--- config.mk ---
export PLATFORM = sky130hd
export DESIGN_NAME = rtp_sequence_tracker_concealer_core
export DESIGN_NICKNAME = d
export VERILOG_FILES = /design/src/sv/rstc_pkg.sv /design/src/sv/rstc_apb_regs.sv /design/src/sv/rstc_classify.sv /design/src/sv/rstc_emitter.sv /design/src/sv/rtp_sequence_tracker_concealer_core.sv
export SDC_FILE = /design/constraint.sdc
export NUM_CORES = 1
export LEC_CHECK = 0
export BUFFER_PORTS_ARGS = -buffer_cell sky130_fd_sc_hd__buf_2
export CORE_MARGIN = 4
export CORE_UTILIZATION = 28
export CTS_BUF_LIST = sky130_fd_sc_hd__clkbuf_16
export DETAILED_ROUTE_END_ITERATION = 16
export SLEW_MARGIN = 0
export SYNTH_ARGS = -nofsm -noshare
export SYNTH_HDL_FRONTEND = slang
export SYNTH_SLANG_ARGS = --single-unit
--- constraint.sdc ---
create_clock -name clk -period 11.1 [get_ports clk]
set_clock_uncertainty 0.1 [all_clocks]
set_input_delay 0.555 -clock clk [delete_from_list [all_inputs] [get_ports clk]]
set_output_delay 0.555 -clock clk [all_outputs]
set_load 0.01 [all_outputs]
--- src/sv/rstc_pkg.sv ---
// shared types, constants and codes for the rtp sequence tracker and concealer
package rstc_pkg;

  localparam int HDR_BYTES              = 12;
  localparam int DEF_MAX_PACKET_BYTES   = 2048;
  localparam int DEF_CONCEAL_MAX_BYTES  = 1024;
  localparam int DEF_MAX_CONCEAL        = 3;

  localparam int SEQ_W   = 16;
  localparam int LEN_W   = 12;
  localparam int BYTES_W = 11;
  localparam int SLOT_W  = 3;
  localparam int GAP_W   = 4;
  localparam int CNT_W   = 32;
  localparam int KIND_W  = 3;
  localparam int PT_W    = 7;
  localparam int LIM_W   = 2;
  localparam int ADDR_W  = 3;
  localparam int DATA_W  = 32;
  localparam int IN_W    = 48;
  localparam int OUT_W   = 144;

  localparam logic [1:0]      RTP_VERSION = 2'd2;
  localparam logic [PT_W-1:0] PT_RESET    = 7'd96;
  localparam logic [LIM_W-1:0] LIM_RESET  = 2'd3;
  localparam logic [BYTES_W-1:0] PAYLOAD_MAX = 11'h7FF;

  localparam logic [KIND_W-1:0] KIND_PAYLOAD = 3'd0;
  localparam logic [KIND_W-1:0] KIND_CONCEAL = 3'd1;
  localparam logic [KIND_W-1:0] KIND_INVALID = 3'd2;
  localparam logic [KIND_W-1:0] KIND_LATE    = 3'd3;
  localparam logic [KIND_W-1:0] KIND_BUSY    = 3'd4;

  localparam logic REG_PT            = 1'b0;
  localparam logic REG_CONCEAL_LIMIT = 1'b1;

  typedef struct packed {
    logic [KIND_W-1:0]  final_kind;
    logic [GAP_W-1:0]   n_conceal;
    logic [BYTES_W-1:0] fill_len;
    logic [BYTES_W-1:0] data_len;
    logic [SLOT_W-1:0]  slots;
  } plan_t;

  typedef struct packed {
    logic               seq_valid;
    logic [SEQ_W-1:0]   prev_seq;
    logic [BYTES_W-1:0] prev_len;
  } seq_state_t;

  typedef struct packed {
    logic [7:0]        first_byte;
    logic [7:0]        second_byte;
    logic [SEQ_W-1:0]  seq;
    logic [LEN_W-1:0]  length;
    logic              idle;
    logic [SLOT_W-1:0] slots;
  } pkt_t;

endpackage

--- src/sv/rstc_apb_regs.sv ---
// configuration registers behind the apb port
module rstc_apb_regs
  import rstc_pkg::*;
(
  input  logic              clk,
  input  logic              rst,
  input  logic              psel,
  input  logic              penable,
  input  logic              pwrite,
  input  logic [ADDR_W-1:0] paddr,
  input  logic [DATA_W-1:0] pwdata,
  output logic [DATA_W-1:0] prdata,
  output logic              pready,
  output logic [PT_W-1:0]   exp_pt,
  output logic [LIM_W-1:0]  conceal_limit
);

  logic wr;

  assign pready = 1'b1;
  assign wr     = psel & penable & pwrite;

  always_ff @(posedge clk) begin
    if (rst) begin
      exp_pt        <= PT_RESET;
      conceal_limit <= LIM_RESET;
    end else if (wr) begin
      case (paddr[2])
        REG_PT:            exp_pt        <= pwdata[PT_W-1:0];
        REG_CONCEAL_LIMIT: conceal_limit <= pwdata[LIM_W-1:0];
        default: ;
      endcase
    end
  end

  always_comb begin
    case (paddr[2])
      REG_PT:            prdata = {{(DATA_W-PT_W){1'b0}}, exp_pt};
      REG_CONCEAL_LIMIT: prdata = {{(DATA_W-LIM_W){1'b0}}, conceal_limit};
      default:           prdata = '0;
    endcase
  end

endmodule

--- src/sv/rstc_classify.sv ---
// header checks, sequence compare and the result plan for one packet
module rstc_classify
  import rstc_pkg::*;
#(
  parameter int MAX_PACKET_BYTES  = DEF_MAX_PACKET_BYTES,
  parameter int CONCEAL_MAX_BYTES = DEF_CONCEAL_MAX_BYTES,
  parameter int MAX_CONCEAL       = DEF_MAX_CONCEAL
) (
  input  pkt_t              pkt,
  input  logic [PT_W-1:0]   exp_pt,
  input  logic [LIM_W-1:0]  conceal_limit,
  input  seq_state_t        st,
  output plan_t             plan,
  output logic              st_we,
  output seq_state_t        st_next
);

  logic [16:0]        len_ext;
  logic [16:0]        len_c;
  logic [16:0]        payload_w;
  logic [BYTES_W-1:0] payload;
  logic [GAP_W-1:0]   lim;
  logic [SEQ_W-1:0]   diff;
  logic               bad, late, gap, in_limit, conceal, resync, acc_pay;
  logic [BYTES_W-1:0] cb_raw;
  logic [GAP_W-1:0]   n;

  always_comb begin
    len_ext = {{(17-LEN_W){1'b0}}, pkt.length};
    // receive buffer truncates oversized datagrams
    len_c = (len_ext > 17'(MAX_PACKET_BYTES)) ? 17'(MAX_PACKET_BYTES) : len_ext;
    bad = (len_c <= 17'(HDR_BYTES)) || (pkt.first_byte[7:6] != RTP_VERSION) ||
          (pkt.second_byte[PT_W-1:0] != exp_pt);
    payload_w = len_c - 17'(HDR_BYTES);
    payload = (payload_w > 17'(PAYLOAD_MAX)) ? PAYLOAD_MAX : payload_w[BYTES_W-1:0];

    lim = ({{(GAP_W-LIM_W){1'b0}}, conceal_limit} > GAP_W'(MAX_CONCEAL)) ?
          GAP_W'(MAX_CONCEAL) : {{(GAP_W-LIM_W){1'b0}}, conceal_limit};

    diff     = pkt.seq - (st.prev_seq + 16'd1);
    late     = st.seq_valid && diff[SEQ_W-1];
    gap      = st.seq_valid && !diff[SEQ_W-1] && (diff != '0);
    in_limit = diff <= {{(SEQ_W-GAP_W){1'b0}}, lim};
    conceal  = gap && in_limit;
    resync   = gap && !in_limit;
    n = conceal ? diff[GAP_W-1:0] : '0;

    // fall back to this payload size when no earlier payload is known
    cb_raw = (st.prev_len != '0) ? st.prev_len : payload;

    acc_pay = n < {{(GAP_W-SLOT_W){1'b0}}, pkt.slots};

    plan.n_conceal = '0;
    plan.fill_len  = ({1'b0, cb_raw} > 12'(CONCEAL_MAX_BYTES)) ?
                     BYTES_W'(CONCEAL_MAX_BYTES) : cb_raw;
    plan.data_len  = payload;
    plan.slots     = pkt.slots;
    st_we   = 1'b0;
    st_next = st;

    if (bad) begin
      plan.final_kind = KIND_INVALID;
    end else if (!pkt.idle) begin
      plan.final_kind = KIND_BUSY;
    end else if (late) begin
      plan.final_kind = KIND_LATE;
    end else begin
      plan.final_kind = KIND_PAYLOAD;
      plan.n_conceal  = n;
      if (acc_pay) begin
        st_we = 1'b1;
        st_next.seq_valid = 1'b1;
        st_next.prev_seq  = pkt.seq;
        st_next.prev_len  = payload;
      end else if (resync) begin
        st_we = 1'b1;
        st_next.seq_valid = 1'b0;
      end
    end
  end

endmodule

--- src/sv/rstc_emitter.sv ---
// steps through a packet plan one result per cycle unless out_ready stalls it, keeps the statistics counters
module rstc_emitter
  import rstc_pkg::*;
(
  input  logic               clk,
  input  logic               rst,
  input  logic               load,
  input  plan_t              plan_in,
  output logic               plan_free,
  output logic               out_valid,
  input  logic               out_ready,
  output logic [KIND_W-1:0]  kind,
  output logic [BYTES_W-1:0] byte_count,
  output logic               delivered,
  output logic               last,
  output logic [CNT_W-1:0]   received_total,
  output logic [CNT_W-1:0]   concealed_total,
  output logic [CNT_W-1:0]   dropped_total,
  output logic [CNT_W-1:0]   reordered_total
);

  logic               plan_valid;
  plan_t              plan;
  logic [GAP_W-1:0]   left;
  logic [SLOT_W-1:0]  used;
  logic [CNT_W-1:0]   rx_cnt, cc_cnt, dr_cnt, lt_cnt;
  logic [CNT_W-1:0]   rx_next, cc_next, dr_next, lt_next;

  logic               emit, final_now, acc;
  logic [KIND_W-1:0]  r_kind;
  logic [BYTES_W-1:0] r_bytes;
  logic               r_acc;

  always_comb begin
    emit      = plan_valid && (!out_valid || out_ready);
    final_now = (left == '0);
    plan_free = !plan_valid || (emit && final_now);
    acc       = used < plan.slots;

    if (!final_now) begin
      r_kind  = KIND_CONCEAL;
      r_bytes = plan.fill_len;
      r_acc   = acc;
    end else if (plan.final_kind == KIND_PAYLOAD) begin
      r_kind  = KIND_PAYLOAD;
      r_bytes = plan.data_len;
      r_acc   = acc;
    end else begin
      r_kind  = plan.final_kind;
      r_bytes = '0;
      r_acc   = 1'b0;
    end

    rx_next = rx_cnt;
    cc_next = cc_cnt;
    dr_next = dr_cnt;
    lt_next = lt_cnt;
    if (emit) begin
      case (r_kind)
        KIND_PAYLOAD: begin
          if (r_acc) rx_next = rx_cnt + 32'd1;
          else       dr_next = dr_cnt + 32'd1;
        end
        KIND_CONCEAL: begin
          if (r_acc) cc_next = cc_cnt + 32'd1;
          else       dr_next = dr_cnt + 32'd1;
        end
        KIND_LATE: lt_next = lt_cnt + 32'd1;
        default: ;
      endcase
    end
  end

  always_ff @(posedge clk) begin
    if (rst) begin
      plan_valid <= 1'b0;
      out_valid  <= 1'b0;
      rx_cnt     <= '0;
      cc_cnt     <= '0;
      dr_cnt     <= '0;
      lt_cnt     <= '0;
      left       <= '0;
      used       <= '0;
    end else begin
      rx_cnt <= rx_next;
      cc_cnt <= cc_next;
      dr_cnt <= dr_next;
      lt_cnt <= lt_next;

      if (load) begin
        plan_valid <= 1'b1;
        left       <= plan_in.n_conceal;
        used       <= '0;
      end else if (emit) begin
        if (final_now) begin
          plan_valid <= 1'b0;
        end else begin
          left <= left - 4'd1;
          if (acc) used <= used + 3'd1;
        end
      end

      if (emit)           out_valid <= 1'b1;
      else if (out_ready) out_valid <= 1'b0;
    end
  end

  always_ff @(posedge clk) begin
    if (load) plan <= plan_in;
    if (emit) begin
      kind            <= r_kind;
      byte_count      <= r_bytes;
      delivered       <= r_acc;
      last            <= final_now;
      received_total  <= rx_next;
      concealed_total <= cc_next;
      dropped_total   <= dr_next;
      reordered_total <= lt_next;
    end
  end

endmodule

--- src/sv/rtp_sequence_tracker_concealer_core.sv ---
// rtp receiver sequence tracker with loss concealment, top level
//
//  port group     dir  tdata / tuser content
//  s_axis_*       in   header_first_byte, header_second_byte, sequence_number,
//                      packet_length, session_idle, sink_slots
//  m_axis_*       out  byte_count, delivered, four totals; tuser kind; tlast last
//  apb            in   payload type at 0x0, conceal limit at 0x4
//
//  a packet gives n+1 result items, n the concealment count (at most MAX_CONCEAL),
//  one result item per cycle from the emitter while m_axis_tready does not hold it;
//  a packet holds the emitter until its final item, 4 items at most with the default limit
//  from input accept to result valid: input register, plan load, then output register
//  reset clears sequence state, counters and valids, and loads register defaults
//  m_axis_tready low holds the output register; the next packet still waits in the input
//  register and is taken as soon as the emitter finishes the current plan
module rtp_sequence_tracker_concealer_core
  import rstc_pkg::*;
#(
  parameter int MAX_PACKET_BYTES  = DEF_MAX_PACKET_BYTES,
  parameter int CONCEAL_MAX_BYTES = DEF_CONCEAL_MAX_BYTES,
  parameter int MAX_CONCEAL       = DEF_MAX_CONCEAL
) (
  input  logic              clk,
  input  logic              rst,
  input  logic              s_axis_tvalid,
  output logic              s_axis_tready,
  // [7:0] header_first_byte, [15:8] header_second_byte, [31:16] sequence_number,
  // [43:32] packet_length, [44] session_idle, [47:45] sink_slots
  input  logic [IN_W-1:0]   s_axis_tdata,
  output logic              m_axis_tvalid,
  input  logic              m_axis_tready,
  // [10:0] byte_count, [11] delivered, [43:12] received_total,
  // [75:44] concealed_total, [107:76] dropped_total, [139:108] reordered_total
  output logic [OUT_W-1:0]  m_axis_tdata,
  // [2:0] kind
  output logic [KIND_W-1:0] m_axis_tuser,
  output logic              m_axis_tlast,
  input  logic              psel,
  input  logic              penable,
  input  logic              pwrite,
  input  logic [ADDR_W-1:0] paddr,
  input  logic [DATA_W-1:0] pwdata,
  output logic [DATA_W-1:0] prdata,
  output logic              pready
);

  logic [PT_W-1:0]    exp_pt;
  logic [LIM_W-1:0]   conceal_limit;
  logic               in_valid;
  pkt_t               pkt;
  seq_state_t         st, st_next;
  logic               st_we;
  plan_t              plan;
  logic               plan_free, plan_take;
  logic [BYTES_W-1:0] byte_count;
  logic               delivered;
  logic [CNT_W-1:0]   received_total, concealed_total, dropped_total, reordered_total;

  rstc_apb_regs u_regs (
    .clk           (clk),
    .rst           (rst),
    .psel          (psel),
    .penable       (penable),
    .pwrite        (pwrite),
    .paddr         (paddr),
    .pwdata        (pwdata),
    .prdata        (prdata),
    .pready        (pready),
    .exp_pt        (exp_pt),
    .conceal_limit (conceal_limit)
  );

  assign plan_take     = in_valid && plan_free;
  assign s_axis_tready = !in_valid || plan_take;

  always_ff @(posedge clk) begin
    if (rst) begin
      in_valid <= 1'b0;
      st       <= '0;
    end else begin
      if (s_axis_tready) in_valid <= s_axis_tvalid;
      if (plan_take && st_we) st <= st_next;
    end
  end

  always_ff @(posedge clk) begin
    if (s_axis_tvalid && s_axis_tready) pkt <= pkt_t'({s_axis_tdata[7:0],
        s_axis_tdata[15:8], s_axis_tdata[31:16], s_axis_tdata[43:32],
        s_axis_tdata[44], s_axis_tdata[47:45]});
  end

  rstc_classify #(
    .MAX_PACKET_BYTES  (MAX_PACKET_BYTES),
    .CONCEAL_MAX_BYTES (CONCEAL_MAX_BYTES),
    .MAX_CONCEAL       (MAX_CONCEAL)
  ) u_classify (
    .pkt           (pkt),
    .exp_pt        (exp_pt),
    .conceal_limit (conceal_limit),
    .st            (st),
    .plan          (plan),
    .st_we         (st_we),
    .st_next       (st_next)
  );

  rstc_emitter u_emitter (
    .clk             (clk),
    .rst             (rst),
    .load            (plan_take),
    .plan_in         (plan),
    .plan_free       (plan_free),
    .out_valid       (m_axis_tvalid),
    .out_ready       (m_axis_tready),
    .kind            (m_axis_tuser),
    .byte_count      (byte_count),
    .delivered       (delivered),
    .last            (m_axis_tlast),
    .received_total  (received_total),
    .concealed_total (concealed_total),
    .dropped_total   (dropped_total),
    .reordered_total (reordered_total)
  );

  assign m_axis_tdata = {4'b0, reordered_total, dropped_total, concealed_total,
                         received_total, delivered, byte_count};

  // only concealment frames come before the final result of a packet
  a_nonlast_conceal: assert property (@(posedge clk) disable iff (rst)
    m_axis_tvalid && !m_axis_tlast |-> m_axis_tuser == KIND_CONCEAL)
    else $error("non-final result is not a concealment frame");

  // discards carry no audio and are never delivered
  a_discard_empty: assert property (@(posedge clk) disable iff (rst)
    m_axis_tvalid && (m_axis_tuser == KIND_INVALID || m_axis_tuser == KIND_LATE ||
    m_axis_tuser == KIND_BUSY) |-> byte_count == '0 && !delivered)
    else $error("discard result carries bytes or delivery");

  // the rest of a packet follows without a bubble
  a_no_bubble: assert property (@(posedge clk) disable iff (rst)
    m_axis_tvalid && m_axis_tready && !m_axis_tlast |=> m_axis_tvalid)
    else $error("gap inside the results of one packet");

  // a new plan is taken only when the emitter is done with the last one
  a_take_free: assert property (@(posedge clk) disable iff (rst)
    s_axis_tready && in_valid |-> plan_free)
    else $error("input register released while emitter busy");

endmodule
==> Implementation_results.wiki <==
{| class="wikitable"
! Metric !! Value
|-
| Run status || finished, final reports clean
|-
| Clock transition at path regs || 0.06 ns
|-
| Shortest clock period the worst path allows after layout || 5.772 ns
|-
| Worst Hold Class || input pin to register
|-
| Part of the cycle the worst path needs || 0.5200
|-
| Static leakage || about 8 nW
|-
| Distinct cell type count of the synthesized netlist || 71
|-
| Number of sinks handled by clock tree synthesis || ~390
|-
| Initial DRC Count || 478
|-
| Root buffer selected by CTS || clkbuf_16
|-
| Final std cell area, no fill || ~0.02 mm2
|-
| Global-route usage over all layers || 0.1150
|-
| Worst setup EP type || register
|-
| Synth async-reset ratio || 0
|-
| Number of enable-type register cells in the synthesized netlist || 213
|-
| Number of I/O pins || 273
|-
| Via count of the first global-routing pass || 10721
|-
| Highest clock frequency the design can meet || between 150 and 200 MHz
|-
| # hold bufs at CTS || 0
|-
| Layout cell share with drive strength beyond 1 || 0.1940
|-
| Cell Area, Synth || 0.01634 mm2
|-
| Number of standard cells after synthesis || 1386
|-
| Number of gates resized after CTS || 0
|-
| Cell row count || about 90
|-
| Flip-flop and latch count after synthesis || between 300 and 400
|-
| Biggest area contributors in the synthesized netlist || edfxtp_1 (39%), dfxtp_1 (21%), and2_1 (5.4%)
|-
| Clock tree from TritonCTS || built
|-
| Remaining antenna violation count || 0
|-
| DRC violations left || 0
|-
| Cell Pwr Density || ~160 mW/mm2
|-
| Warnings from Yosys || 0
|-
| Nets || 1722
|-
| Number of diodes || 0
|-
| Part of the Yosys area used for sequential elements || 0.6059
|-
| Die Height || between 200 and 250 um
|-
| Cell type with the largest total area after synthesis || edfxtp_1
|-
| Setup total negative slack || 0 ns
|-
| Post-Synthesis Mean Instance Area || 11.79 um2
|-
| Category of the most critical setup path || register to register
|-
| Buffers inserted by post-CTS timing repair || 0
|-
| Crit path arrival time || slightly above 6 ns
|-
| Routed wire length || around 36000 um
|-
| CP Data Required Time || 11.39 ns
|-
| Initial core utilization || 0.2832
|-
| Post-DP HPWL || 26120 um
|-
| Depth of the CTS H-tree || 2
|-
| Most frequent cells after synthesis || edfxtp_1 (213), dfxtp_1 (175), and2_1 (142)
|-
| Horizontal die dimension || 249.6 um
|-
| WL per Instance || 15.14 um
|-
| Primary FF master, synth || edfxtp_1
|-
| Largest fanout on the critical path || 29
|-
| First-pass GRT wire length || 58190 um
|-
| Global placer's final weighted congestion || 0.8097
|-
| Clk_lat worst skew || 0.55 ns
|-
| Critical path launch point type || register
|-
| Max-cap violations || 0
|-
| Most common cell in the netlist || edfxtp_1
|-
| Number of slew-limit violations in the final report || 0
|-
| Area inside the core boundary || 0.05770 mm2
|-
| Number of buffers inserted during clock tree synthesis || 45
|-
| Worst slew pin tran || between 1 and 1.5 ns
|-
| Setup violation total in the final timing report || 0
|-
| Grt ovf || 0
|-
| First drt pass iteration count || 4
|-
| CTS max path bufs || 3
|-
| Rel. slew slack || 0.2576
|-
| Syn-to-layout area delta || 19.92%
|-
| Highest ir drop seen on vdd || 0.1187 mV
|-
| RSZ-0062 raised after global routing || no
|-
| Buffers added on ports || 208
|-
| Vias per std cell || 4.417
|-
| Number of vias after detailed routing || 10619
|-
| Area share of the leading cell type in the synthesized netlist || 0.3915
|-
| Hold Violations, Final || 0
|-
| Die outline area || 0.06228 mm2
|-
| Pin count of the biggest net entering global routing || 104
|-
| Antenna violations before repair || 0
|-
| Area after DPL || approximately 0.018 mm2
|}
[cell families after synthesis]
family | Yosys count | share of synthesized area
adder cells (fa/ha/maj) | 30 | 0.02343
AND/OR/NAND/NOR | 515 | 0.1720
flip-flops | 388 | 0.6059
multiplexers | 18 | 0.01149
XOR/XNOR | 148 | 0.07933
buffers and inverters | 130 | 0.03936
AO/OA/AOI/OAI | 155 | 0.06808
other | 2 | 0.0004596
[routing by layer]
metal	share of wire	wire [um]	vias up	GRT usage
met5	0	0	-	0
met3	0.059	2149	64	0.03012
met4	0.025	917	0	0.03299
li1	-	-	5275	-
met2	0.47	16980	253	0.1905
met1	0.45	16350	5027	0.1492
[report_power, final]
group / switching (mW) / internal (mW) / total (mW)
Combinational: 0.101 / 0.0516 / 0.152
Clock: 0.588 / 0.885 / 1.47
Sequential: 0.0150 / 1.55 / 1.56
Total: 0.703 / 2.48 / 3.19
[placed cells by master (no fill, tap or decap), types with 17 or more instances in the layout]
cell type	count
a21oi_1	32
and2_1	141
and3_1	27
buf_2	208
clkbuf_16	47
conb_1	31
dfxtp_1	175
edfxtp_1	213
ha_1	29
inv_1	61
nand2_1	83
nand3_1	55
nand4_1	21
nor2_1	90
nor3_1	17
o211ai_1	21
o21ai_0	17
o31ai_1	17
xnor2_1	89
xor2_1	59
[area by class of cell]
class | instances | area [um2]
Timing Repair Buffer | 217 | 1109
Clock inverter | 37 | 315.3
Fill cell | 5747 | 38100
Tap cell | 765 | 957.2
Sequential cell | 388 | 9899
Multi-Input combinational cell | 897 | 5918
Inverter | 53 | 219.0
Clock buffer | 47 | 1176
[path summary, 6_finish.rpt]
kind	startpoint	end	cells past startpoint	slack (ns)
max	pkt[16]	st[1]	15	5.33
min	s_axis_tdata[26]	pkt[26]	1	0.07
max reg2reg	pkt[16]	st[1]	15	5.33
min reg2reg	pkt[2]	u_emitter.plan[2]	0	0.34
[state kept, by name, indices dropped and copies added, names as in the netlist, 28 cells and up]
| register | flops |
|---|---|
| u_emitter.dropped_total | 32 |
| u_emitter.received_total | 32 |
| u_emitter.concealed_total | 32 |
| st | 28 |
| u_emitter.rx_cnt | 32 |
| u_emitter.lt_cnt | 32 |
| u_emitter.reordered_total | 32 |
| u_emitter.plan | 28 |
| pkt | 41 |
| u_emitter.cc_cnt | 32 |
| u_emitter.dr_cnt | 32 |
[worst max-delay path, stage by stage (launching register included)]
cell and delay [ns]:
edfxtp_1 0.40, ha_1 0.25, fa_1 0.45, a21o_1 0.25
a221oi_1 0.39, o21ai_0 0.22, a31oi_1 0.22, o2111ai_1 0.16
nor4_2 0.53, nor3b_1 0.37, ha_1 0.29, or2_2 0.28
a211oi_2 0.21, buf_4 0.34, or2_1 0.88, o21ai_0 0.23
[metrics by stage]
stage	hold WS, ns	total power [mW]	std cells	utilization	setup slack [ns]
after floorplan	0.3264	1.701	1415	-	6.511
after global placement	0.3353	1.744	2320	0.3138	5.455
after detailed placement	0.3372	1.748	2320	0.3138	5.361
after CTS	0.02009	3.249	2404	0.3396	5.335
after global routing	0.02801	3.330	2404	0.3396	4.918
final	0.07394	3.187	2404	0.3396	5.328
No activity file was read; power rests on OpenSTA's default activity.
